===== config.mk =====
export PLATFORM = sky130hd
export DESIGN_NAME = httd_out
export DESIGN_NICKNAME = d
export VERILOG_FILES = /design/src/rtl/httd_pkg.sv /design/src/rtl/httd_out.sv
export SDC_FILE = /design/constraint.sdc
export NUM_CORES = 1
export LEC_CHECK = 0
export BUFFER_PORTS_ARGS = -buffer_cell sky130_fd_sc_hd__buf_2
export CAP_MARGIN = 15
export CORE_MARGIN = 4
export CORE_UTILIZATION = 34
export CTS_CLUSTER_SIZE = 8
export DETAILED_ROUTE_END_ITERATION = 10
export PLACE_DENSITY = 0.72
export SYNTH_ARGS = -nofsm -noshare
export SYNTH_HDL_FRONTEND = slang
export SYNTH_SLANG_ARGS = --single-unit

===== constraint.sdc =====
create_clock -name i_clk -period 0.8 [get_ports i_clk]
set_input_delay 0.12 -clock i_clk [delete_from_list [all_inputs] [get_ports i_clk]]
set_output_delay 0.12 -clock i_clk [all_outputs]
set_load 0.01 [all_outputs]

===== src/rtl/httd_pkg.sv =====
// ----------------------------------------------------------------------------
// httd_pkg
// Shared constants and types for the table-driven Huffman tree decoder.
// ----------------------------------------------------------------------------
package httd_pkg;

    localparam int TABLE_DEPTH = 1024;
    localparam int IDX_W       = $clog2(TABLE_DEPTH);
    localparam int ENTRY_W     = 16;
    localparam int COUNT_W     = 16;
    localparam int BYTE_W      = 8;
    localparam int BITCNT_W    = $clog2(BYTE_W + 1);
    localparam int MEM_W       = ENTRY_W + 1;

    localparam logic ACT_LOAD   = 1'b0;
    localparam logic ACT_DECODE = 1'b1;

    typedef enum logic [1:0] {
        ST_IDLE,
        ST_RUN,
        ST_FLUSH
    } t_state;

    typedef struct packed {
        logic               we;
        logic               re;
        logic [IDX_W-1:0]   addr;
        logic [MEM_W-1:0]   wdata;
    } t_mem_req;

    typedef struct packed {
        logic [ENTRY_W-1:0] symbol;
        logic               last_of_byte;
        logic               run_done;
    } t_sym;

endpackage


===== src/rtl/httd_out.sv =====
// ----------------------------------------------------------------------------
// httd_out
// Output register stage for decoded symbol words.
// ----------------------------------------------------------------------------
module httd_out (
    input  logic                        i_clk,
    input  logic                        i_rst_n,
    input  logic                        i_push,
    input  httd_pkg::t_sym              i_sym,
    output logic                        o_slot_free,
    input  logic                        i_stall,
    output logic                        o_valid,
    output logic [httd_pkg::ENTRY_W-1:0] o_symbol,
    output logic                        o_last_of_byte,
    output logic                        o_run_done
);
    import httd_pkg::*;

    logic r_valid;
    t_sym r_sym;

    assign o_slot_free = !r_valid || !i_stall;

    always_ff @(posedge i_clk) begin
        if (!i_rst_n) begin
            r_valid <= 1'b0;
        end else if (i_push) begin
            r_valid <= 1'b1;
        end else if (!i_stall) begin
            r_valid <= 1'b0;
        end
    end

    always_ff @(posedge i_clk) begin
        if (i_push) begin
            r_sym <= i_sym;
        end
    end

    assign o_valid        = r_valid;
    assign o_symbol       = r_sym.symbol;
    assign o_last_of_byte = r_sym.last_of_byte;
    assign o_run_done     = r_sym.run_done;

endmodule


==> impl_metrics.csv, run 1 <==
group,metric,value,unit
critical_path,path_buf_inv,1,
hold_path,hp-class,"in -> reg",
die,ioPinCount,42,
final_layout,antenna_cells,0,
grt,track_usage,9.17,%
pwr,p_total,1.92,mW
synth,synth_adder_area_share,0,%
synth,synth_top_cell_by_area,"edfxtp_1",
pwr,p_leak,0.456,nW
grt,antenna_found_initial,0,
critical_path,crit_slowest_cell,"edfxtp_1",
final_layout,fillers,117,
timing,drv_slew,0,
synth,synth_edf_count,18,
grt,grt_overflow_total,0,
detailed_routing,ant_nets,0,
timing,skew,0,ns
synth,async_reset_ff_share,0,%
synth,yosys.cell_types.count,5,
synth,synth_flop_cell,"edfxtp_1",
synth,ys_ff_latch,19,
critical_path,slowest_delay,0.38,ns
critical_path,cp-end-kind,"output port",
synth,seq_area_frac_synth,97.4,%
final_layout,area_growth,80.4,%
grt,gr-usage-met3,4.59,%
pwr,powerDensity,1850,nW/µm²
place,place.gp.congestion,0.633,
synth,yosys.area_share.xor_xnor,0,%
timing,period_minus_slack,0.936,ns
detailed_routing,viasPerCell,4.07,
place,post_dp_cell_area,841,µm²
timing,tightest_slew,0.110,ns
critical_path,crit_required,0.68,ns
critical_path,cp_cell_sequence,"buf_2",
die,initial_core_util,36.9,%
die,die_w,49.1,µm
critical_path,worst_path_dominant_cell_family,"flip-flops",
detailed_routing,drc,0,
synth,postSynthAreaPerCell,26.2,µm²
synth,synthMuxAreaShare,0,%
timing,hold_ws,0.00738,ns
critical_path,critPathMaxFanout,1,
flow_run,drv_cap,0,
pwr,ir_drop,1.11,mV
die,die_height,49.1,µm
synth,synth_top_family_by_area,"simple AND/OR/NAND/NOR gates",
synth,yosysTopAreaCellShare,93.9,%
cts,cts_max_level,1,
critical_path,start_kind,"register",
grt,grt_max_degree,12,
final_layout,multiInputGateArea,15.0,µm²
synth,synthCells,22,
synth,yosys.area_share.simple,1.74,%
critical_path,cp.arrival,0.82,ns
synth,synth.top_cells.by_count,"edfxtp_1 (18), a21oi_1 (1), dfxtp_1 (1), nand2_1 (1), nor2b_1 (1)",
timing,hold_viol_final,0,
grt,met1_usage,9.04,%
final_layout,nNetsFinal,109,
critical_path,critPathKind,"reg -> out",
grt,grt_pass1_vias,412,
run_status,violations,"setup timing",
synth,synth_area,576,µm²
final_layout,design_area,1040,µm²
grt,grt_busiest_layer,"met2",
cts,cts_buffers,3,
cts,cts_tree,"built",
final_layout,drive_gt1_share,54.7,%
synth,synth_area_leaders,"edfxtp_1 (94%), dfxtp_1 (3.5%), nor2b_1 (1.1%)",
run_status,status,"finished with violations",
grt,grtUsageMet2,16.5,%
detailed_routing,drtIter0Drc,1,
detailed_routing,first_pass_iters,2,
cts,clk_pin_slew_worst_paths,0.10,ns
place,place_ws,0.107,ns
timing,post-route-period-util,117,%
place,io_buffers,41,
timing,fin_ws,-0.136,ns
synth,ys_warn_count,0,
detailed_routing,wl_per_cell,12.0,µm
synth,synthesis.nets,44,
timing,slew_headroom,92.6,%
die,die_area,2420,µm²
final_layout,finish.utilization,66.6,%
final_layout,register_area,562,µm²
cts,clock-sinks,19,
detailed_routing,routed_wl,1220,µm
die,core_area,1560,µm²
die,placementRows,14,
cts,worstSkewPairLatency,0.28,ns
grt,grt_pass1_wl,1710,µm
synth,synth_compound_area_share,0.870,%
timing,grt_setup_unrepaired,"yes",
cts,clockRootBuffer,"clkbuf_4",
timing,final-setup-viol-count,20,
timing,fmax,1070,MHz
detailed_routing,vias,415,
synth,yosysMostFrequentCell,"edfxtp_1",
cts,cts_buffer_depth,2,
-- where the power goes --
| group | switching [mW] | internal, mW | total [mW] |
|---|---|---|---|
| logic | 0.113 | 0.161 | 0.274 |
| clock network | 0.261 | 0.193 | 0.454 |
| registers | 0.0176 | 1.17 | 1.19 |
| total | 0.391 | 1.53 | 1.92 |
-- cells in the final DEF, fill, tap and decap left out --
cell type      netlist  routed
a21oi_1              1       1
buf_12               0       2
buf_2                0      41
clkbuf_1             0       1
clkbuf_4             0       3
dfxtp_2              0       1
dlygate4sd3_1        0      17
edfxtp_1            18      18
nand2_1              1       1
nor2b_1              1       1
-- layout make-up --
| cell class | instances | area share, % |
|---|---|---|
| sequential | 19 | 54.1 |
| clock buffer | 4 | 2.53 |
| multi-input combinational | 3 | 1.45 |
| tap | 16 | 1.93 |
| timing repair buffer | 60 | 40.0 |
-- registers in the layout, indices dropped and copies added, names as in the netlist --
name,cells
o_symbol,16
o_last_of_byte,1
o_run_done,1
o_valid,1
-- routing by layer --
layer / vias to the layer above / share of wire, %
met5: - / 0
met4: 0 / 0
met3: 0 / 9.6
met2: 22 / 49
met1: 179 / 41
li1: 214 / -
-- logic make-up after synthesis --
logic type,count (synthesis)
AOI/OAI and AO/OA,1
DFF,19
and+or+nand+nor,2
-- what timing repair did --
action	in CTS	in global routing
gates resized for setup	1	0
setup endpoints to repair	20	20
buffers inserted	0	0
endpoints found under the hold margin	6	11
hold buffers	6	11
-- per-stage QoR --
step	instances	setup TNS (ns)
final	102	-2.25
after global routing	102	-3.08
after CTS	91	-2.43
after detailed placement	81	0
after global placement	81	0
after floorplan	22	0
-- path summary, 6_finish.rpt --
check	endpoint	start	slack (ns)	cells past startpoint
worst max-delay path	o_symbol[0]	o_symbol[0]	-0.14	1
worst min-delay path	o_symbol[3]	i_sym[5]	0.007	1
worst max register to register	o_valid	o_valid	0.19	2
worst min register to register	o_valid	o_valid	0.52	2
(Power assumes the default switching activity.)
==> run 2: changes to the inputs <==
- GPL_TIMING_DRIVEN: unset -> 0
==> run 2 against run 1 <==
  * Sequential share of layout area increased by 0.73 points
  * Global-route usage is 2.6 points higher
  * Via count increased by 5.1%
  * Critical path depth did not move
  * The flow still finishes with violations (setup timing)
  * Clock skew is the same
  * Highest routed layer unchanged
  * Critical endpoint is now o_symbol[9]
  * Final cell count is 0.98% lower
  * First-iteration DRC count increased to 3.0 times the previous value
  * Die area stayed put
  * Clock power rose by 4%
  * Register-to-register slack lost 0.02 ns
  * Worst hold slack improved by 0.024 ns
  * Final area is 1.3% lower
==> impl_metrics.csv, run 2 (same netlist as run 1, synthesis figures left out) <==
group,metric,value,unit
critical_path,path_depth,1,
critical_path,cp_cell_sequence,"buf_2",
place,place.gp.congestion,0.636,
critical_path,path_buf_inv,1,
pwr,powerDensity,1880,nW/µm²
run_status,violations,"setup timing",
critical_path,start_kind,"register",
flow_run,drv_cap,0,
final_layout,area_growth,78.0,%
detailed_routing,drc,0,
timing,fmax,1030,MHz
final_layout,final_common_cell,"buf_2",
die,initial_core_util,36.9,%
place,io_buffers,41,
final_layout,register_area,562,µm²
final_layout,largest_reg_flops,16,
hold_path,whs_path_depth,2,
critical_path,cp.arrival,0.85,ns
cts,cts_tree,"built",
pwr,p_leak,0.449,nW
final_layout,fin_cells,101,
critical_path,worst_path_dominant_cell_family,"flip-flops",
final_layout,antenna_cells,0,
die,die_area,2420,µm²
grt,antenna_found_initial,0,
final_layout,final_cell_mix,"buf_2 (39), dlygate4sd3_1 (18), edfxtp_1 (18), clkbuf_4 (3), buf_6 (2)",
die,placementRows,14,
cts,cts_buffers,3,
place,post_dp_cell_area,801,µm²
grt,track_usage,11.8,%
detailed_routing,viasPerCell,4.32,
place,dp_cells,79,
detailed_routing,routed_wl,1300,µm
timing,grt_setup_unrepaired,"yes",
critical_path,crit_required,0.68,ns
timing,post-route-period-util,121,%
timing,fin_ws,-0.171,ns
critical_path,r2r_cells,2,
die,ioPinCount,42,
hold_path,hp-class,"in -> reg",
run_status,status,"finished with violations",
final_layout,nNetsFinal,108,
die,die_w,49.1,µm
critical_path,critPathKind,"reg -> out",
detailed_routing,first_pass_iters,2,
timing,skew,0,ns
cts,clock-sinks,19,
detailed_routing,ant_nets,0,
timing,period_minus_slack,0.971,ns
cts,cts_buffer_depth,2,
detailed_routing,vias,436,
timing,final-setup-viol-count,20,
timing,drv_slew,0,
final_layout,drive_gt1_share,55.3,%
final_layout,fillers,117,
final_layout,design_area,1020,µm²
timing,hold_viol_final,0,
die,die_height,49.1,µm
critical_path,cp-end-kind,"output port",
grt,grt_pass1_vias,434,
critical_path,slowest_delay,0.40,ns
pwr,p_total,1.93,mW
timing,hold_ws,0.0317,ns
critical_path,startpoint,"o_symbol[9]",
detailed_routing,wl_per_cell,12.9,µm
cts,clk_pin_slew_worst_paths,0.11,ns
grt,grt_overflow_total,0,
critical_path,critPathMaxFanout,1,
pwr,ir_drop,1.15,mV
grt,grt_pass1_wl,2050,µm
cts,cts_max_level,1,
timing,slew_headroom,73.0,%
grt,grt_max_degree,20,
die,core_area,1560,µm²
timing,tightest_slew,0.405,ns
hold_path,hp-start,"i_rst_n",
cts,worstSkewPairLatency,0.29,ns
critical_path,crit_slowest_cell,"edfxtp_1",
final_layout,multiInputGateArea,17.5,µm²
detailed_routing,drtIter0Drc,3,
cts,clockRootBuffer,"clkbuf_4",
critical_path,r2r_start,"o_valid",
==> run 2: final timing paths <==
check / endpoint / slack [ns]
setup / recovery: o_symbol[9] / -0.17
hold / removal: o_valid / 0.03
setup reg to reg: o_valid / 0.17
hold reg to reg: o_valid / 0.55
==> run 2: where the power goes <==
part / total (mW) / switching [mW] / leakage (nW) / internal, mW
Clock: 0.472 / 0.286 / 0.0177 / 0.186
Combinational: 0.265 / 0.113 / 0.246 / 0.152
Sequential: 1.19 / 0.0207 / 0.185 / 1.17
Total: 1.93 / 0.420 / 0.449 / 1.51
==> run 2: what timing repair did <==
item	CTS	global route
gates resized for setup	2	2
setup endpoints to repair	20	20
endpoints found under the hold margin	17	1
hold buffers	17	1
cloned	0	0
setup buffers	0	0
==> run 2: metrics by stage <==
stage	TNS, ns	utilization [%]	setup slack, ns
after CTS	-2.63	64.5	-0.159
final	-2.59	65.7	-0.171
after global routing	-3.49	65.7	-0.207
after detailed placement	-0.643	51.4	-0.0363
after floorplan	0	-	0.191
after global placement	-0.449	51.4	-0.0252
==> run 2: routing by layer <==
metal	share of wire [%]	wire length (µm)	GRT usage, %	up-vias
met1	32	412	9.94	201
met4	0	0	5.69	0
met5	0	0	0	-
li1	-	-	-	211
met2	61	788	23.7	24
met3	7.8	101	3.67	0
==> run 2: final cells by class <==
| cell class | instances | area share [%] |
|---|---|---|
| Tap cell | 16 | 1.95 |
| Multi-Input combinational cell | 3 | 1.71 |
| Clock inverter | 1 | 0.488 |
| Sequential cell | 19 | 54.8 |
| Timing Repair Buffer | 59 | 38.8 |
| Clock buffer | 3 | 2.20 |
==> run 3: changes to the inputs <==
- HOLD_SLACK_MARGIN: unset -> 0.06
==> run 3 against run 2 <==
  * The flow still finishes with violations (setup timing)
  * Worst setup slack got worse by 0.0071 ns
  * First-iteration DRC count unchanged
  * Non-clock buffer count up 1
  * Register-to-register slack about the same
  * Critical path type unchanged
==> impl_metrics.csv, run 3 (same netlist as run 1, synthesis figures left out) <==
group,metric,value,unit
cts,cts_tree,"built",
grt,antenna_found_initial,0,
critical_path,worst_path_dominant_cell_family,"flip-flops",
final_layout,largest_reg_flops,16,
final_layout,antenna_cells,0,
critical_path,cp-end-kind,"output port",
run_status,status,"finished with violations",
die,core_area,1560,µm²
timing,hold_ws,0.0950,ns
critical_path,critPathMaxFanout,1,
detailed_routing,wl_per_cell,12.9,µm
pwr,p_leak,0.449,nW
pwr,ir_drop,1.16,mV
timing,grt_setup_unrepaired,"yes",
final_layout,fillers,114,
detailed_routing,first_pass_iters,4,
die,die_area,2420,µm²
timing,final-setup-viol-count,20,
grt,track_usage,11.8,%
cts,cts_buffers,3,
cts,clk_pin_slew_worst_paths,0.11,ns
timing,fmax,1020,MHz
critical_path,critPathKind,"reg -> out",
timing,fin_ws,-0.178,ns
flow_run,drv_cap,0,
final_layout,final_cell_mix,"buf_2 (40), dlygate4sd3_1 (19), edfxtp_1 (18), clkbuf_4 (3)",
timing,hold_viol_final,0,
critical_path,slowest_delay,0.41,ns
cts,clockRootBuffer,"clkbuf_4",
cts,cts_setup_buffers,0,
hold_path,hp-class,"in -> reg",
final_layout,finish.utilization,65.8,%
critical_path,path_buf_inv,1,
final_layout,final_common_cell,"buf_2",
die,die_w,49.1,µm
die,die_height,49.1,µm
detailed_routing,drc,0,
timing,skew,0,ns
cts,worstSkewPairLatency,0.29,ns
place,io_buffers,41,
die,ioPinCount,42,
run_status,violations,"setup timing",
timing,period_minus_slack,0.978,ns
detailed_routing,vias,432,
detailed_routing,viasPerCell,4.24,
critical_path,crit_slowest_cell,"edfxtp_1",
pwr,powerDensity,1880,nW/µm²
detailed_routing,drtIter0Drc,3,
critical_path,cp.arrival,0.86,ns
critical_path,start_kind,"register",
grt,grt_pass1_vias,447,
critical_path,crit_required,0.68,ns
cts,cts_buffer_depth,2,
grt,grt_overflow_total,0,
timing,slew_headroom,73.8,%
final_layout,area_growth,78.3,%
critical_path,cp_cell_sequence,"buf_2",
cts,cts_max_level,1,
timing,post-route-period-util,122,%
place,place.gp.congestion,0.636,
die,placementRows,14,
cts,clock-sinks,19,
grt,grt_max_degree,20,
place,place_ws,-0.0363,ns
grt,grt_pass1_wl,2080,µm
detailed_routing,ant_nets,0,
die,initial_core_util,36.9,%
timing,drv_slew,0,
detailed_routing,routed_wl,1320,µm
timing,tightest_slew,0.393,ns
final_layout,drive_gt1_share,53.5,%
final_layout,nNetsFinal,109,
## run 3: cell types whose count changed in the layout (fill, tap and decap cells not counted), sizes merged
cell | before | now
dlygate4sd3 | 18 | 19
## run 3: cell type report
cell class | instances | area, µm² | area share [%]
sequential | 19 | 562 | 54.8
multi-input combinational | 3 | 15.0 | 1.46
clock inverter | 1 | 5.00 | 0.488
timing repair buffer | 60 | 402 | 39.1
tap | 16 | 20.0 | 1.95
clock buffer | 3 | 22.5 | 2.20
## run 3: path summary, 6_finish.rpt
kind,slack [ns],cells after the start,start,endpoint
worst max-delay path,-0.18,1,o_symbol[11],o_symbol[11]
worst min-delay path,0.1,3,i_stall,o_valid
worst max register to register,0.17,2,o_valid,o_valid
worst min register to register,0.55,2,o_valid,o_valid
## run 3: metrics by stage
| step | cells | TNS (ns) | power (mW) | instance area, µm² |
|---|---|---|---|---|
| 3_5_place_dp | 79 | -0.643 | 1.40 | 801 |
| 5_1_grt | 102 | -3.53 | 2.03 | 1030 |
| 4_1_cts | 102 | -2.63 | 1.93 | 1030 |
| 6_report | 102 | -2.59 | 1.93 | 1030 |
| 2_1_floorplan | 22 | 0 | 1.27 | 576 |
| 3_3_place_gp | 79 | -0.449 | 1.40 | 801 |
## run 3: routing by layer
metal | track usage (%) | wire [µm] | vias to the layer above
met5 | 0 | 0 | -
li1 | - | - | 213
met1 | 9.78 | 424 | 197
met2 | 23.9 | 797 | 22
met4 | 5.69 | 0 | 0
met3 | 3.98 | 98 | 0
## run 3: where the power goes
group          switching, mW  total [mW]  internal (mW)  leakage (nW)
Clock                  0.286       0.472          0.186        0.0177
Sequential            0.0202        1.19           1.17         0.185
Combinational          0.113       0.264          0.152         0.247
Total                  0.419        1.93           1.51         0.449
## run 3: what timing repair did
action / CTS / global route
hold buffers: 19 / 0
endpoints found under the setup margin: 20 / 20
hold endpoints to repair: 19 / 0
gates resized for setup: 2 / 0
