$ cat config.mk
export PLATFORM = sky130hd
export DESIGN_NAME = httd_walk
export DESIGN_NICKNAME = d
export VERILOG_FILES = /design/src/rtl/httd_pkg.sv /design/src/rtl/httd_walk.sv
export SDC_FILE = /design/constraint.sdc
export NUM_CORES = 1
export LEC_CHECK = 0
export ABC_AREA = 1
export BUFFER_PORTS_ARGS = -buffer_cell sky130_fd_sc_hd__buf_2
export CORE_MARGIN = 2
export CORE_UTILIZATION = 31
export CTS_CLUSTER_DIAMETER = 80
export CTS_CLUSTER_SIZE = 10
export DETAILED_ROUTE_END_ITERATION = 6
export PLACE_DENSITY = 0.57
export SYNTH_ARGS = -nofsm -noshare
export SYNTH_HDL_FRONTEND = slang
export SYNTH_SLANG_ARGS = --single-unit
$ cat constraint.sdc
create_clock -name i_clk -period 4.09 [get_ports i_clk]
set_input_delay 0.409 -clock i_clk [delete_from_list [all_inputs] [get_ports i_clk]]
set_output_delay 0.409 -clock i_clk [all_outputs]
set_load 0.02 [all_outputs]
$ cat src/rtl/httd_pkg.sv
// ----------------------------------------------------------------------------
// httd_pkg
// Shared constants and types for the table-driven Huffman tree decoder.
// ----------------------------------------------------------------------------
package httd_pkg;

    localparam int TABLE_DEPTH = 1024;
    localparam int IDX_W       = $clog2(TABLE_DEPTH);
    localparam int ENTRY_W     = 16;
    localparam int COUNT_W     = 16;
    localparam int BYTE_W      = 8;
    localparam int BITCNT_W    = $clog2(BYTE_W + 1);
    localparam int MEM_W       = ENTRY_W + 1;

    localparam logic ACT_LOAD   = 1'b0;
    localparam logic ACT_DECODE = 1'b1;

    typedef enum logic [1:0] {
        ST_IDLE,
        ST_RUN,
        ST_FLUSH
    } t_state;

    typedef struct packed {
        logic               we;
        logic               re;
        logic [IDX_W-1:0]   addr;
        logic [MEM_W-1:0]   wdata;
    } t_mem_req;

    typedef struct packed {
        logic [ENTRY_W-1:0] symbol;
        logic               last_of_byte;
        logic               run_done;
    } t_sym;

endpackage

$ cat src/rtl/httd_walk.sv
// ----------------------------------------------------------------------------
// httd_walk
// Tree walk sequencer: one table read per coded bit, leaf symbols held one
// deep so the final symbol of a byte can be marked.
// ----------------------------------------------------------------------------
module httd_walk (
    input  logic                          i_clk,
    input  logic                          i_rst_n,
    input  logic                          i_valid,
    output logic                          o_stall,
    input  logic                          i_action,
    input  logic [httd_pkg::IDX_W-1:0]    i_entry_index,
    input  logic [httd_pkg::ENTRY_W-1:0]  i_entry_value,
    input  logic                          i_entry_is_leaf,
    input  logic                          i_start_run,
    input  logic [httd_pkg::COUNT_W-1:0]  i_symbol_count,
    input  logic [httd_pkg::BYTE_W-1:0]   i_data_byte,
    output httd_pkg::t_mem_req            o_mem_req,
    input  logic [httd_pkg::MEM_W-1:0]    i_mem_rdata,
    input  logic                          i_slot_free,
    output logic                          o_push,
    output httd_pkg::t_sym                o_sym
);
    import httd_pkg::*;

    t_state r_state, n_state;

    logic [IDX_W-1:0]    r_node, n_node;
    logic [ENTRY_W-1:0]  r_cur, n_cur;
    logic [ENTRY_W-1:0]  r_root;
    logic [COUNT_W-1:0]  r_cnt, n_cnt;
    logic                r_pend, n_pend;
    logic [IDX_W-1:0]    r_next, n_next;
    logic [BYTE_W-1:0]   r_byte, n_byte;
    logic [BITCNT_W-1:0] r_bits, n_bits;
    logic                r_hold_v, n_hold_v;
    logic [ENTRY_W-1:0]  r_hold_sym, n_hold_sym;
    logic                r_hold_done, n_hold_done;

    logic                accept;
    logic                leaf_now;
    logic [ENTRY_W-1:0]  rd_value;
    logic                advance;
    logic                issue;
    logic [IDX_W-1:0]    eff_node;
    logic [ENTRY_W-1:0]  eff_cur;
    logic [COUNT_W-1:0]  eff_cnt;
    logic [IDX_W-1:0]    rd_addr;

    assign o_stall  = (r_state != ST_IDLE);
    assign accept   = i_valid && (r_state == ST_IDLE);
    assign rd_value = i_mem_rdata[ENTRY_W-1:0];
    assign leaf_now = r_pend && i_mem_rdata[ENTRY_W];
    assign advance  = !leaf_now || !r_hold_v || i_slot_free;

    assign eff_node = leaf_now ? '0 : (r_pend ? r_next : r_node);
    assign eff_cur  = leaf_now ? r_root : (r_pend ? rd_value : r_cur);
    assign eff_cnt  = leaf_now ? r_cnt - COUNT_W'(1) : r_cnt;
    assign issue    = advance && (r_bits != '0) && (eff_cnt != '0);
    assign rd_addr  = eff_node + eff_cur[IDX_W-1:0] + IDX_W'(r_byte[BYTE_W-1]);

    always_comb begin
        n_state = r_state;
        unique case (r_state)
            ST_IDLE: begin
                if (accept && i_action == ACT_DECODE) begin
                    n_state = ST_RUN;
                end
            end
            ST_RUN: begin
                if (advance && !issue) begin
                    n_state = ST_FLUSH;
                end
            end
            ST_FLUSH: begin
                if (!r_hold_v || i_slot_free) begin
                    n_state = ST_IDLE;
                end
            end
            default: n_state = ST_IDLE;
        endcase
    end

    always_comb begin
        n_node      = r_node;
        n_cur       = r_cur;
        n_cnt       = r_cnt;
        n_pend      = r_pend;
        n_next      = r_next;
        n_byte      = r_byte;
        n_bits      = r_bits;
        n_hold_v    = r_hold_v;
        n_hold_sym  = r_hold_sym;
        n_hold_done = r_hold_done;
        o_mem_req   = '0;
        o_push      = 1'b0;
        o_sym       = '{symbol: r_hold_sym, last_of_byte: 1'b0, run_done: r_hold_done};
        unique case (r_state)
            ST_IDLE: begin
                if (accept) begin
                    if (i_action == ACT_LOAD) begin
                        o_mem_req.we    = 1'b1;
                        o_mem_req.addr  = i_entry_index;
                        o_mem_req.wdata = {i_entry_is_leaf, i_entry_value};
                        if (i_entry_index == r_node) begin
                            n_cur = i_entry_value;
                        end
                    end else begin
                        n_byte = i_data_byte;
                        n_bits = BITCNT_W'(BYTE_W);
                        n_pend = 1'b0;
                        if (i_start_run) begin
                            n_node = '0;
                            n_cur  = r_root;
                            n_cnt  = i_symbol_count;
                        end
                    end
                end
            end
            ST_RUN: begin
                if (advance) begin
                    n_node = eff_node;
                    n_cur  = eff_cur;
                    n_cnt  = eff_cnt;
                    n_pend = issue;
                    if (leaf_now) begin
                        o_push      = r_hold_v;
                        n_hold_v    = 1'b1;
                        n_hold_sym  = rd_value;
                        n_hold_done = (r_cnt == COUNT_W'(1));
                    end
                    if (issue) begin
                        o_mem_req.re   = 1'b1;
                        o_mem_req.addr = rd_addr;
                        n_next = rd_addr;
                        n_byte = {r_byte[BYTE_W-2:0], 1'b0};
                        n_bits = r_bits - BITCNT_W'(1);
                    end
                end
            end
            ST_FLUSH: begin
                o_sym.last_of_byte = 1'b1;
                if (r_hold_v && i_slot_free) begin
                    o_push   = 1'b1;
                    n_hold_v = 1'b0;
                end
            end
            default: begin
                n_pend = 1'b0;
            end
        endcase
    end

    always_ff @(posedge i_clk) begin
        if (!i_rst_n) begin
            r_state  <= ST_IDLE;
            r_node   <= '0;
            r_cnt    <= '0;
            r_pend   <= 1'b0;
            r_hold_v <= 1'b0;
        end else begin
            r_state  <= n_state;
            r_node   <= n_node;
            r_cnt    <= n_cnt;
            r_pend   <= n_pend;
            r_hold_v <= n_hold_v;
        end
    end

    always_ff @(posedge i_clk) begin
        r_cur       <= n_cur;
        r_next      <= n_next;
        r_byte      <= n_byte;
        r_bits      <= n_bits;
        r_hold_sym  <= n_hold_sym;
        r_hold_done <= n_hold_done;
        if (accept && i_action == ACT_LOAD && i_entry_index == '0) begin
            r_root <= i_entry_value;
        end
    end

endmodule

==> results.sh, run 1 <==
export IMPL_async_reset_ff_share_pct=0
export IMPL_finalClockSkew_ns=0.0110
export IMPL_synth_edff_count=59
export IMPL_cts_setup_buffers=0
export IMPL_critical_path_class="reg2out"
export IMPL_fp_dieW_um=135
export IMPL_drt_first_pass_iters=5
export IMPL_worstSetupEndpointType="primary output"
export IMPL_fin_setup_tns_ns=0
export IMPL_final_max_slew_violation_count=0
export IMPL_wl_met2_um=6300
export IMPL_cts_root_buf="clkbuf_16"
export IMPL_fmax_ghz=0.271
export IMPL_maxCapViolCount=0
export IMPL_placed_area_sq_mm=0.00613
export IMPL_wl_um=14600
export IMPL_first_global_vias=4389
export IMPL_fillers=1730
export IMPL_grt_use_total_pct=16.5
export IMPL_ys_warn_count=0
export IMPL_final_setup_viol_count=0
export IMPL_r2r_end="r_next[6]$_DFFE_PP_"
export IMPL_htreeDepth=3
export IMPL_crit_required_ns=3.68
export IMPL_fin_ws_ns=0.395
export IMPL_grt_max_degree=36
export IMPL_antenna_found_initial=0
export IMPL_grt_pass1_wl_um=23200
export IMPL_status="complete, no violations"
export IMPL_drt_antenna_violating_nets=0
export IMPL_numCtsBuffers=9
export IMPL_synth_nets=755
export IMPL_swShare_pct=41.3
export IMPL_setup_reg_to_reg_worst_slack_ns=1.13
export IMPL_drt_met1_wl_um=7330
export IMPL_drive_gt1_share_pct=23.6
export IMPL_grt_overflow=0
export IMPL_synth_distinct_cells=43
export IMPL_io_buffers=122
export IMPL_drc=0
export IMPL_stdcell_area_sq_mm=0.00641
export IMPL_fin_nets=870
export IMPL_clock_sinks=89
export IMPL_yosysSeqAreaShare_pct=44.9
export IMPL_place_ws_ns=0.512
export IMPL_drt_initial_drc_count=268
export IMPL_rsz0062_at_grt="false"
export IMPL_post_route_period_util_pct=90.4
export IMPL_fin_crit_ns=3.70
export IMPL_critical_path_arrival_ns=3.29
export IMPL_intPower_mw=2.09
export IMPL_ir_worst_vdd_mv=0.229
export IMPL_clockPowerShare_pct=22.3
export IMPL_cp_max_fo=19
export IMPL_wl_met3_um=772
export IMPL_pwr_share_seq_pct=36.0
export IMPL_die_h_um=135
export IMPL_wire_per_inst_um=14.5
export IMPL_viasPerCell=4.66
export IMPL_worstHoldPathType="in2reg"
export IMPL_r2r_cells=13
export IMPL_power_switching_mw=1.47
export IMPL_syn_area_per_cell_sq_um=7.95
export IMPL_syn_to_final_growth_pct=21.1
export IMPL_path_clk_slew_ns=0.07
export IMPL_critPathLaunch="r_pend$_SDFFE_PN0P_"
export IMPL_dr_total_vias=4687
export IMPL_ys_flop_type="edfxtp_1"
export IMPL_synth_seq_cells=89
export IMPL_setup_worst_path_end="o_mem_req[23]"
export IMPL_cts_max_path_buffers=2
export IMPL_top_layer="met4"
export IMPL_antenna_cells=0
export IMPL_core_area_sq_mm=0.0166
export IMPL_startpoint_type="register"
export IMPL_insertion_delay_ns=0.35
export IMPL_start_util_pct=31.8
export IMPL_tightest_slew_ns=1.13
export IMPL_comb_power_share_pct=41.6
export IMPL_slew_headroom_pct=23.9
export IMPL_cts_tree="built"
export IMPL_pin_count=123
export IMPL_synthCells=665
export IMPL_die_area_sq_mm=0.0181
export IMPL_p_leak_nw=2.86
export IMPL_reg2reg_from="r_pend$_SDFFE_PN0P_"
export IMPL_hold_viol_final=0
export IMPL_synth_area_sq_mm=0.00529
export IMPL_gp_congestion=0.891
export IMPL_rows=47
export IMPL_powerDensity_mw_per_mm2=555
export IMPL_dpl_hpwl_um=11100
-- power groups by stage --
stage / Clock, mW / Sequential [mW] / Combinational, mW
after floorplan: 0 / 1.28 / 1.11
after global placement: 0 / 1.30 / 1.47
after detailed placement: 0 / 1.30 / 1.48
after CTS: 0.813 / 1.28 / 1.49
after global routing: 0.848 / 1.30 / 1.67
final: 0.795 / 1.28 / 1.48
-- area by class of cell --
class / instances / area (sq um) / area share [%]
clock buffer: 10 / 229 / 3.57
clock inverter: 6 / 50.0 / 0.781
inverter: 84 / 315 / 4.92
multi-input combinational: 466 / 2490 / 38.9
sequential: 89 / 2370 / 37.0
tap: 220 / 275 / 4.30
timing repair buffer: 130 / 671 / 10.5
-- synthesized netlist by cell type, drive strengths merged, types with 6 or more instances --
cell type / number / area share, %
dfxtp: 30 / 11
o21ai: 40 / 3.8
buf: 12 / 1.4
nor2: 75 / 6.5
nand3: 37 / 4.4
clkbuf: 14 / 0.99
inv: 84 / 6.0
nand2: 181 / 13
a221oi: 7 / 2.0
edfxtp: 59 / 33
nand4: 7 / 0.83
a21oi: 53 / 5.2
ha: 14 / 3.3
xor2: 13 / 2.2
a211oi: 6 / 0.85
-- cells in the final DEF, fill, tap and decap left out, drive strengths merged, types with 2 or more instances in the layout --
| cell | count |
|---|---|
| a221oi | 7 |
| nor4 | 4 |
| o21ai | 40 |
| xor2 | 13 |
| a211oi | 6 |
| fa | 2 |
| nand2 | 181 |
| xnor2 | 4 |
| ha | 14 |
| a21oi | 53 |
| clkinv | 3 |
| clkbuf | 10 |
| nand4 | 7 |
| nand3 | 37 |
| inv | 86 |
| a31oi | 3 |
| o211ai | 4 |
| buf | 130 |
| edfxtp | 59 |
| nor3 | 5 |
| dfxtp | 30 |
| nor2 | 75 |
| o22ai | 3 |
-- how the worst min path moves through the flow --
stage	start	end	slack, ns	cells past startpoint
global route	i_mem_rdata[12]	r_hold_sym[12]$_DFFE_PP_	0.22	1
detailed placement	r_state[0]$_SDFFE_PN0P_	r_state[0]$_SDFFE_PN0P_	0.49	2
finish	i_mem_rdata[14]	r_hold_sym[14]$_DFFE_PP_	0.23	1
CTS	i_mem_rdata[11]	r_hold_sym[11]$_DFFE_PP_	0.22	1
floorplan	r_state[1]$_SDFFE_PN0P_	r_state[1]$_SDFFE_PN0P_	0.46	2
global placement	r_state[1]$_SDFFE_PN0P_	r_state[1]$_SDFFE_PN0P_	0.48	2
-- metal layers --
metal / global-route usage (%) / vias up
li1: - / 2442
met1: 24.4 / 2109
met2: 24.5 / 127
met3: 2.59 / 9
met4: 5.26 / 0
met5: 0 / -
-- logic make-up (layout without fill, tap and decap cells) --
| family | after synthesis | count (layout) | share of synthesized area, % |
|---|---|---|---|
| adders and majority gates | 16 | 16 | 4.07 |
| and+or+nand+nor | 310 | 310 | 25.8 |
| AOI/OAI and AO/OA | 123 | 123 | 14.1 |
| DFF | 89 | 89 | 44.9 |
| xor gates and xnor gates | 17 | 17 | 2.82 |
| buffers and inverters | 110 | 230 | 8.37 |
-- through the flow --
| step | hold slack [ns] | util (%) | std cells | power, mW |
|---|---|---|---|---|
| floorplan | 0.456 | - | 665 | 2.39 |
| global route | 0.219 | 38.5 | 1005 | 3.82 |
| global placement | 0.483 | 36.8 | 989 | 2.77 |
| finish | 0.230 | 38.5 | 1005 | 3.56 |
| detailed placement | 0.487 | 36.8 | 989 | 2.78 |
| CTS | 0.219 | 38.5 | 1005 | 3.58 |
-- worst max-delay path: stages, from the launching register on --
cell and delay [ns]:
dfxtp_2 0.45, inv_1 0.08, nor2_1 0.13, buf_4 0.26, nand2_1 0.08, nand3_1 0.11, fa_1 0.23, inv_1 0.08
fa_1 0.41, o21ai_1 0.28, a21oi_1 0.10, o21ai_0 0.20, xor2_1 0.22, o22ai_1 0.11, buf_2 0.19
-- flip-flops by register name, indices dropped and copies added, names as in the netlist --
register,cells
r_cnt,16
r_hold_v,1
r_byte,8
r_state,2
r_cur,10
r_node,10
r_root,10
r_pend,1
r_bits,4
r_hold_sym,16
r_hold_done,1
r_next,10
-- what timing repair did --
item | CTS | global route
gates resized for setup | 0 | 2
hold buffers | 0 | 0
setup endpoints to repair | 0 | 2
Note: power is estimated with default switching activity, not from simulation.
==> inputs of run 2 (changes only) <==
--- a/config.mk
+++ b/config.mk
@@ -13,6 +13,7 @@
 export CTS_CLUSTER_SIZE = 10
 export DETAILED_ROUTE_END_ITERATION = 6
 export PLACE_DENSITY = 0.57
+export RECOVER_POWER = 25
 export SYNTH_ARGS = -nofsm -noshare
 export SYNTH_HDL_FRONTEND = slang
 export SYNTH_SLANG_ARGS = --single-unit
==> results.sh, run 2 (synthesis gave the netlist of run 1 again) <==
export IMPL_status="complete, but fails checks"
export IMPL_violations="max-capacitance violations, max-slew violations"
export IMPL_cts_setup_buffers=0
export IMPL_clock_sinks=89
export IMPL_die_area_sq_mm=0.0181
export IMPL_met2_usage_pct=24.5
export IMPL_insertion_delay_ns=0.35
export IMPL_worstSetupEndpointType="primary output"
export IMPL_cts_root_buf="clkbuf_16"
export IMPL_setup_worst_path_end="o_mem_req[23]"
export IMPL_fillers=1742
export IMPL_maxCapViolCount=1
export IMPL_rsz0062_at_grt="false"
export IMPL_grt_pass1_wl_um=23200
export IMPL_hold_viol_final=0
export IMPL_grt_use_total_pct=16.5
export IMPL_rows=47
export IMPL_drc=0
export IMPL_fmax_ghz=0.272
export IMPL_grt_use_met3_pct=2.59
export IMPL_gp_congestion=0.891
export IMPL_r2r_cells=6
export IMPL_critPathLaunch="r_pend$_SDFFE_PN0P_"
export IMPL_final_common_cell="nand2_1"
export IMPL_worst_path_largest_cell_delay_ns=0.45
export IMPL_fp_dieW_um=135
export IMPL_fin_nets=870
export IMPL_slew_headroom_pct=-11.0
export IMPL_start_util_pct=31.8
export IMPL_powerDensity_mw_per_mm2=559
export IMPL_finalClockSkew_ns=0.0110
export IMPL_critical_path_class="reg2out"
export IMPL_drt_antenna_violating_nets=0
export IMPL_antenna_cells=0
export IMPL_grt_max_degree=36
export IMPL_numCtsBuffers=9
export IMPL_r2r_end="r_hold_sym[6]$_DFFE_PP_"
export IMPL_fin_setup_tns_ns=0
export IMPL_drive_gt1_share_pct=19.2
export IMPL_wl_um=14600
export IMPL_worstHoldPathType="in2reg"
export IMPL_critical_path_arrival_ns=3.27
export IMPL_first_global_vias=4389
export IMPL_antenna_found_initial=0
export IMPL_grt_use_met1_pct=24.4
export IMPL_p_leak_nw=2.77
export IMPL_mostFrequentLayoutCells="179 x nand2_1, 91 x buf_2, 78 x inv_1"
export IMPL_drt_initial_drc_count=272
export IMPL_wire_per_inst_um=14.5
export IMPL_final_max_slew_violation_count=36
export IMPL_pin_count=123
export IMPL_cp_max_fo=19
export IMPL_tightest_slew_ns=1.66
export IMPL_cts_tree="built"
export IMPL_io_buffers=122
export IMPL_hold_path_startpoint="i_mem_rdata[14]"
export IMPL_reg2reg_from="r_state[1]$_SDFFE_PN0P_"
export IMPL_dr_total_vias=4660
export IMPL_setup_reg_to_reg_worst_slack_ns=0.50
export IMPL_die_h_um=135
export IMPL_dpl_hpwl_um=11100
export IMPL_htreeDepth=3
export IMPL_reg_top3="r_cnt: 16 flops, r_hold_sym: 16 flops"
export IMPL_post_route_period_util_pct=89.9
export IMPL_startpoint_type="register"
export IMPL_crit_required_ns=3.68
export IMPL_grt_overflow=0
export IMPL_core_area_sq_mm=0.0166
export IMPL_cts_max_path_buffers=2
export IMPL_fin_ws_ns=0.413
export IMPL_crit_chain="inv_1 > nor2_1 > buf_4 > nand2_1 > nand3_1 > fa_1 > inv_1 > fa_1 > o21ai_1 > a21oi_1 > o21ai_0 > xor2_1 > o22ai_1 > buf_2"
export IMPL_viasPerCell=4.64
export IMPL_gr_max_usage_layer="met2"
export IMPL_fin_crit_ns=3.68
export IMPL_drt_first_pass_iters=4
export IMPL_final_setup_viol_count=0
export IMPL_syn_to_final_growth_pct=20.3
export IMPL_ir_worst_vdd_mv=0.230
export IMPL_slowest_stage="dfxtp_2"
export IMPL_place_ws_ns=0.512
export IMPL_path_clk_slew_ns=0.07
run 2: cell count changes in the layout (fill, tap and decap cells not counted):
cell,previous run,this run
buf_2,122,91
buf_4,8,7
clkbuf_1,1,33
clkinv_1,0,1
ha_1,13,14
ha_2,1,0
inv_2,6,5
run 2: per-layer routing:
layer	up-vias	part of all wire [%]
li1	2447	-
met5	-	0
met2	107	43
met4	0	1.2
met3	10	4.5
met1	2096	51
run 2: stage by stage:
step | power, mW | area [sq um] | instances | hold slack (ns) | util, %
after CTS | 3.58 | 6410 | 1005 | 0.219 | 38.5
after global placement | 2.77 | 6130 | 989 | 0.483 | 36.8
final | 3.55 | 6360 | 1005 | 0.229 | 38.2
after global routing | 3.81 | 6360 | 1005 | 0.219 | 38.2
after detailed placement | 2.78 | 6130 | 989 | 0.487 | 36.8
after floorplan | 2.39 | 5290 | 665 | 0.456 | -
run 2: final cells by class:
cell class	count	area (sq um)	area share [%]
clock buffers	10	229	3.60
repair buffers	130	628	9.87
clock inverters	6	50.0	0.787
multi-input cells	466	2490	39.2
flip-flops and latches	89	2370	37.3
well taps	220	275	4.33
inverters	84	315	4.96
run 2: worst min-delay path by stage:
stage	endpoint	slack (ns)	depth (start not counted)
6_report	r_hold_sym[14]$_DFFE_PP_	0.23	1
3_3_place_gp	r_state[1]$_SDFFE_PN0P_	0.48	2
4_1_cts	r_hold_sym[11]$_DFFE_PP_	0.22	1
5_1_grt	r_hold_sym[12]$_DFFE_PP_	0.22	1
3_5_place_dp	r_state[0]$_SDFFE_PN0P_	0.49	2
2_1_floorplan	r_state[1]$_SDFFE_PN0P_	0.46	2
run 2: worst max-delay path: cells and delay by family, from the launching register on:
kind	cells	cell delay, ns
compound gates	4	0.69
xor+xnor	1	0.21
fa+ha+maj	2	0.63
buf+inv	4	0.61
flops	1	0.45
simple gates	3	0.32
run 2: power by group:
| group | switching [mW] | internal, mW |
|---|---|---|
| Combinational | 1.00 | 0.475 |
| Clock | 0.373 | 0.420 |
| Sequential | 0.0915 | 1.19 |
run 2: repair_timing:
| item | CTS | global route |
|---|---|---|
| resized for setup | 0 | 2 |
| hold buffers | 0 | 0 |
| setup endpoints to repair | 0 | 2 |
==> inputs of run 3 (changes only) <==
--- a/config.mk
+++ b/config.mk
@@ -12,7 +12,7 @@
 export CTS_CLUSTER_DIAMETER = 80
 export CTS_CLUSTER_SIZE = 10
 export DETAILED_ROUTE_END_ITERATION = 6
-export PLACE_DENSITY = 0.57
+export PLACE_DENSITY = 0.59
 export RECOVER_POWER = 25
 export SYNTH_ARGS = -nofsm -noshare
 export SYNTH_HDL_FRONTEND = slang
==> constraint.sdc (replaced) <==
create_clock -name i_clk -period 3.3 [get_ports i_clk]
set_input_delay 0.33 -clock i_clk [delete_from_list [all_inputs] [get_ports i_clk]]
set_output_delay 0.33 -clock i_clk [all_outputs]
set_load 0.02 [all_outputs]
==> results.sh, run 3 (synthesis gave the netlist of run 1 again) <==
export IMPL_status="complete, no violations"
export IMPL_ir_worst_vdd_mv=0.268
export IMPL_crit_required_ns=2.97
export IMPL_fmax_ghz=0.323
export IMPL_insertion_delay_ns=0.36
export IMPL_reg_top3="r_cnt: 16 flops, r_hold_sym: 16 flops"
export IMPL_antenna_cells=0
export IMPL_critical_path_arrival_ns=2.77
export IMPL_wire_per_inst_um=14.5
export IMPL_die_h_um=135
export IMPL_swShare_pct=40.7
export IMPL_core_area_sq_mm=0.0166
export IMPL_mostFrequentLayoutCells="179 x nand2_1, 90 x buf_2, 78 x inv_1"
export IMPL_drt_initial_drc_count=344
export IMPL_total_power_mw=4.65
export IMPL_startpoint_type="register"
export IMPL_cts_max_path_buffers=2
export IMPL_antenna_found_initial=0
export IMPL_cp_max_fo=11
export IMPL_dr_total_vias=4822
export IMPL_comb_power_share_pct=43.2
export IMPL_fin_ws_ns=0.199
export IMPL_wl_um=14800
export IMPL_syn_to_final_growth_pct=24.8
export IMPL_final_common_cell="nand2_1"
export IMPL_fp_dieW_um=135
export IMPL_pin_count=123
export IMPL_maxCapViolCount=0
export IMPL_fin_crit_ns=3.10
export IMPL_viasPerCell=4.76
export IMPL_finalClockSkew_ns=0.00966
export IMPL_final_core_util_pct=39.7
export IMPL_tightest_slew_ns=0.954
export IMPL_fillers=1739
export IMPL_grt_use_total_pct=16.6
export IMPL_worstHoldPathType="in2reg"
export IMPL_drt_antenna_violating_nets=0
export IMPL_final_max_slew_violation_count=0
export IMPL_start_util_pct=31.8
export IMPL_path_clk_slew_ns=0.07
export IMPL_final_setup_viol_count=0
export IMPL_post_route_period_util_pct=94.0
export IMPL_critical_path_class="reg2out"
export IMPL_numCtsBuffers=9
export IMPL_pwr_share_seq_pct=34.0
export IMPL_io_buffers=122
export IMPL_fin_setup_tns_ns=0
export IMPL_hold_viol_final=0
export IMPL_htreeDepth=3
export IMPL_worstSetupEndpointType="primary output"
export IMPL_rsz0062_at_grt="true"
export IMPL_clock_sinks=89
export IMPL_place_ws_ns=0.114
export IMPL_grt_overflow=0
export IMPL_placed_area_sq_mm=0.00619
export IMPL_drive_gt1_share_pct=22.8
export IMPL_slew_headroom_pct=36.4
export IMPL_gp_congestion=0.869
export IMPL_drt_first_pass_iters=5
export IMPL_powerDensity_mw_per_mm2=705
export IMPL_grt_max_degree=37
export IMPL_grt_pass1_wl_um=23400
export IMPL_dpl_hpwl_um=11100
export IMPL_drc=0
export IMPL_first_global_vias=4478
export IMPL_fin_nets=879
export IMPL_cts_root_buf="clkbuf_16"
export IMPL_intPower_mw=2.76
export IMPL_power_switching_mw=1.89
export IMPL_p_leak_nw=2.85
export IMPL_rows=47
export IMPL_stdcell_area_sq_mm=0.00660
export IMPL_cts_tree="built"
export IMPL_clockPowerShare_pct=22.8
export IMPL_die_area_sq_mm=0.0181
[run 3: changes by cell type in the layout (fill, tap and decap cells not counted), moves of 4 or more]
cell / delta
buf_4: +10
ha_1: -6
ha_4: +5
o21ai_0: -4
[run 3: cell type report]
cell class | count | area, sq um | area share [%]
multi-input combinational | 466 | 2630 | 39.8
clock inverter | 5 | 65.1 | 0.985
inverter | 84 | 320 | 4.85
sequential | 89 | 2370 | 35.9
tap | 220 | 275 | 4.17
timing repair buffer | 139 | 709 | 10.7
clock buffer | 11 | 233 | 3.52
[run 3: final timing paths]
kind	cells after the start	start	slack (ns)	end
setup / recovery	15	r_pend$_SDFFE_PN0P_	0.20	o_mem_req[26]
hold / removal	1	i_mem_rdata[13]	0.15	r_hold_sym[13]$_DFFE_PP_
setup reg to reg	9	r_state[1]$_SDFFE_PN0P_	0.66	r_cnt[3]$_SDFFE_PN0P_
hold reg to reg	2	r_state[1]$_SDFFE_PN0P_	0.49	r_state[1]$_SDFFE_PN0P_
[run 3: worst max-delay path, cell delays in order (launching register included)]
cell,delay (ns)
dfxtp_1,0.33
buf_4,0.16
nand2_4,0.05
inv_1,0.05
buf_4,0.18
nand2_1,0.07
nand3_1,0.16
ha_4,0.32
inv_1,0.06
o21bai_1,0.15
inv_1,0.09
o2111ai_2,0.21
xor2_1,0.22
nand2_1,0.09
o21ai_1,0.11
buf_4,0.17
[run 3: repair_timing]
item | 4_1_cts | 5_1_grt
resized for setup | 5 | 29
endpoints found under the setup margin | 4 | 9
hold buffers | 0 | 0
buffers inserted | 0 | 0
pin swaps | 0 | 6
[run 3: stage by stage]
step | hold slack [ns] | instances
4_1_cts | 0.135 | 1014
3_3_place_gp | 0.478 | 998
3_5_place_dp | 0.481 | 998
6_report | 0.145 | 1014
2_1_floorplan | 0.429 | 665
5_1_grt | 0.135 | 1014
[run 3: power groups by stage]
| stage | Combinational (mW) | Clock (mW) | Sequential (mW) |
|---|---|---|---|
| 6_report | 2.01 | 1.06 | 1.58 |
| 5_1_grt | 2.25 | 1.13 | 1.60 |
| 4_1_cts | 1.90 | 1.09 | 1.58 |
| 3_5_place_dp | 1.89 | 0 | 1.60 |
| 3_3_place_gp | 1.89 | 0 | 1.60 |
| 2_1_floorplan | 1.37 | 0 | 1.59 |
[run 3: per-layer routing]
metal  part of all wire, %  GRT usage [%]
met4                   2.1           6.37
met1                    48           23.5
met2                    45           25.7
met5                     0              0
met3                   5.6           2.55
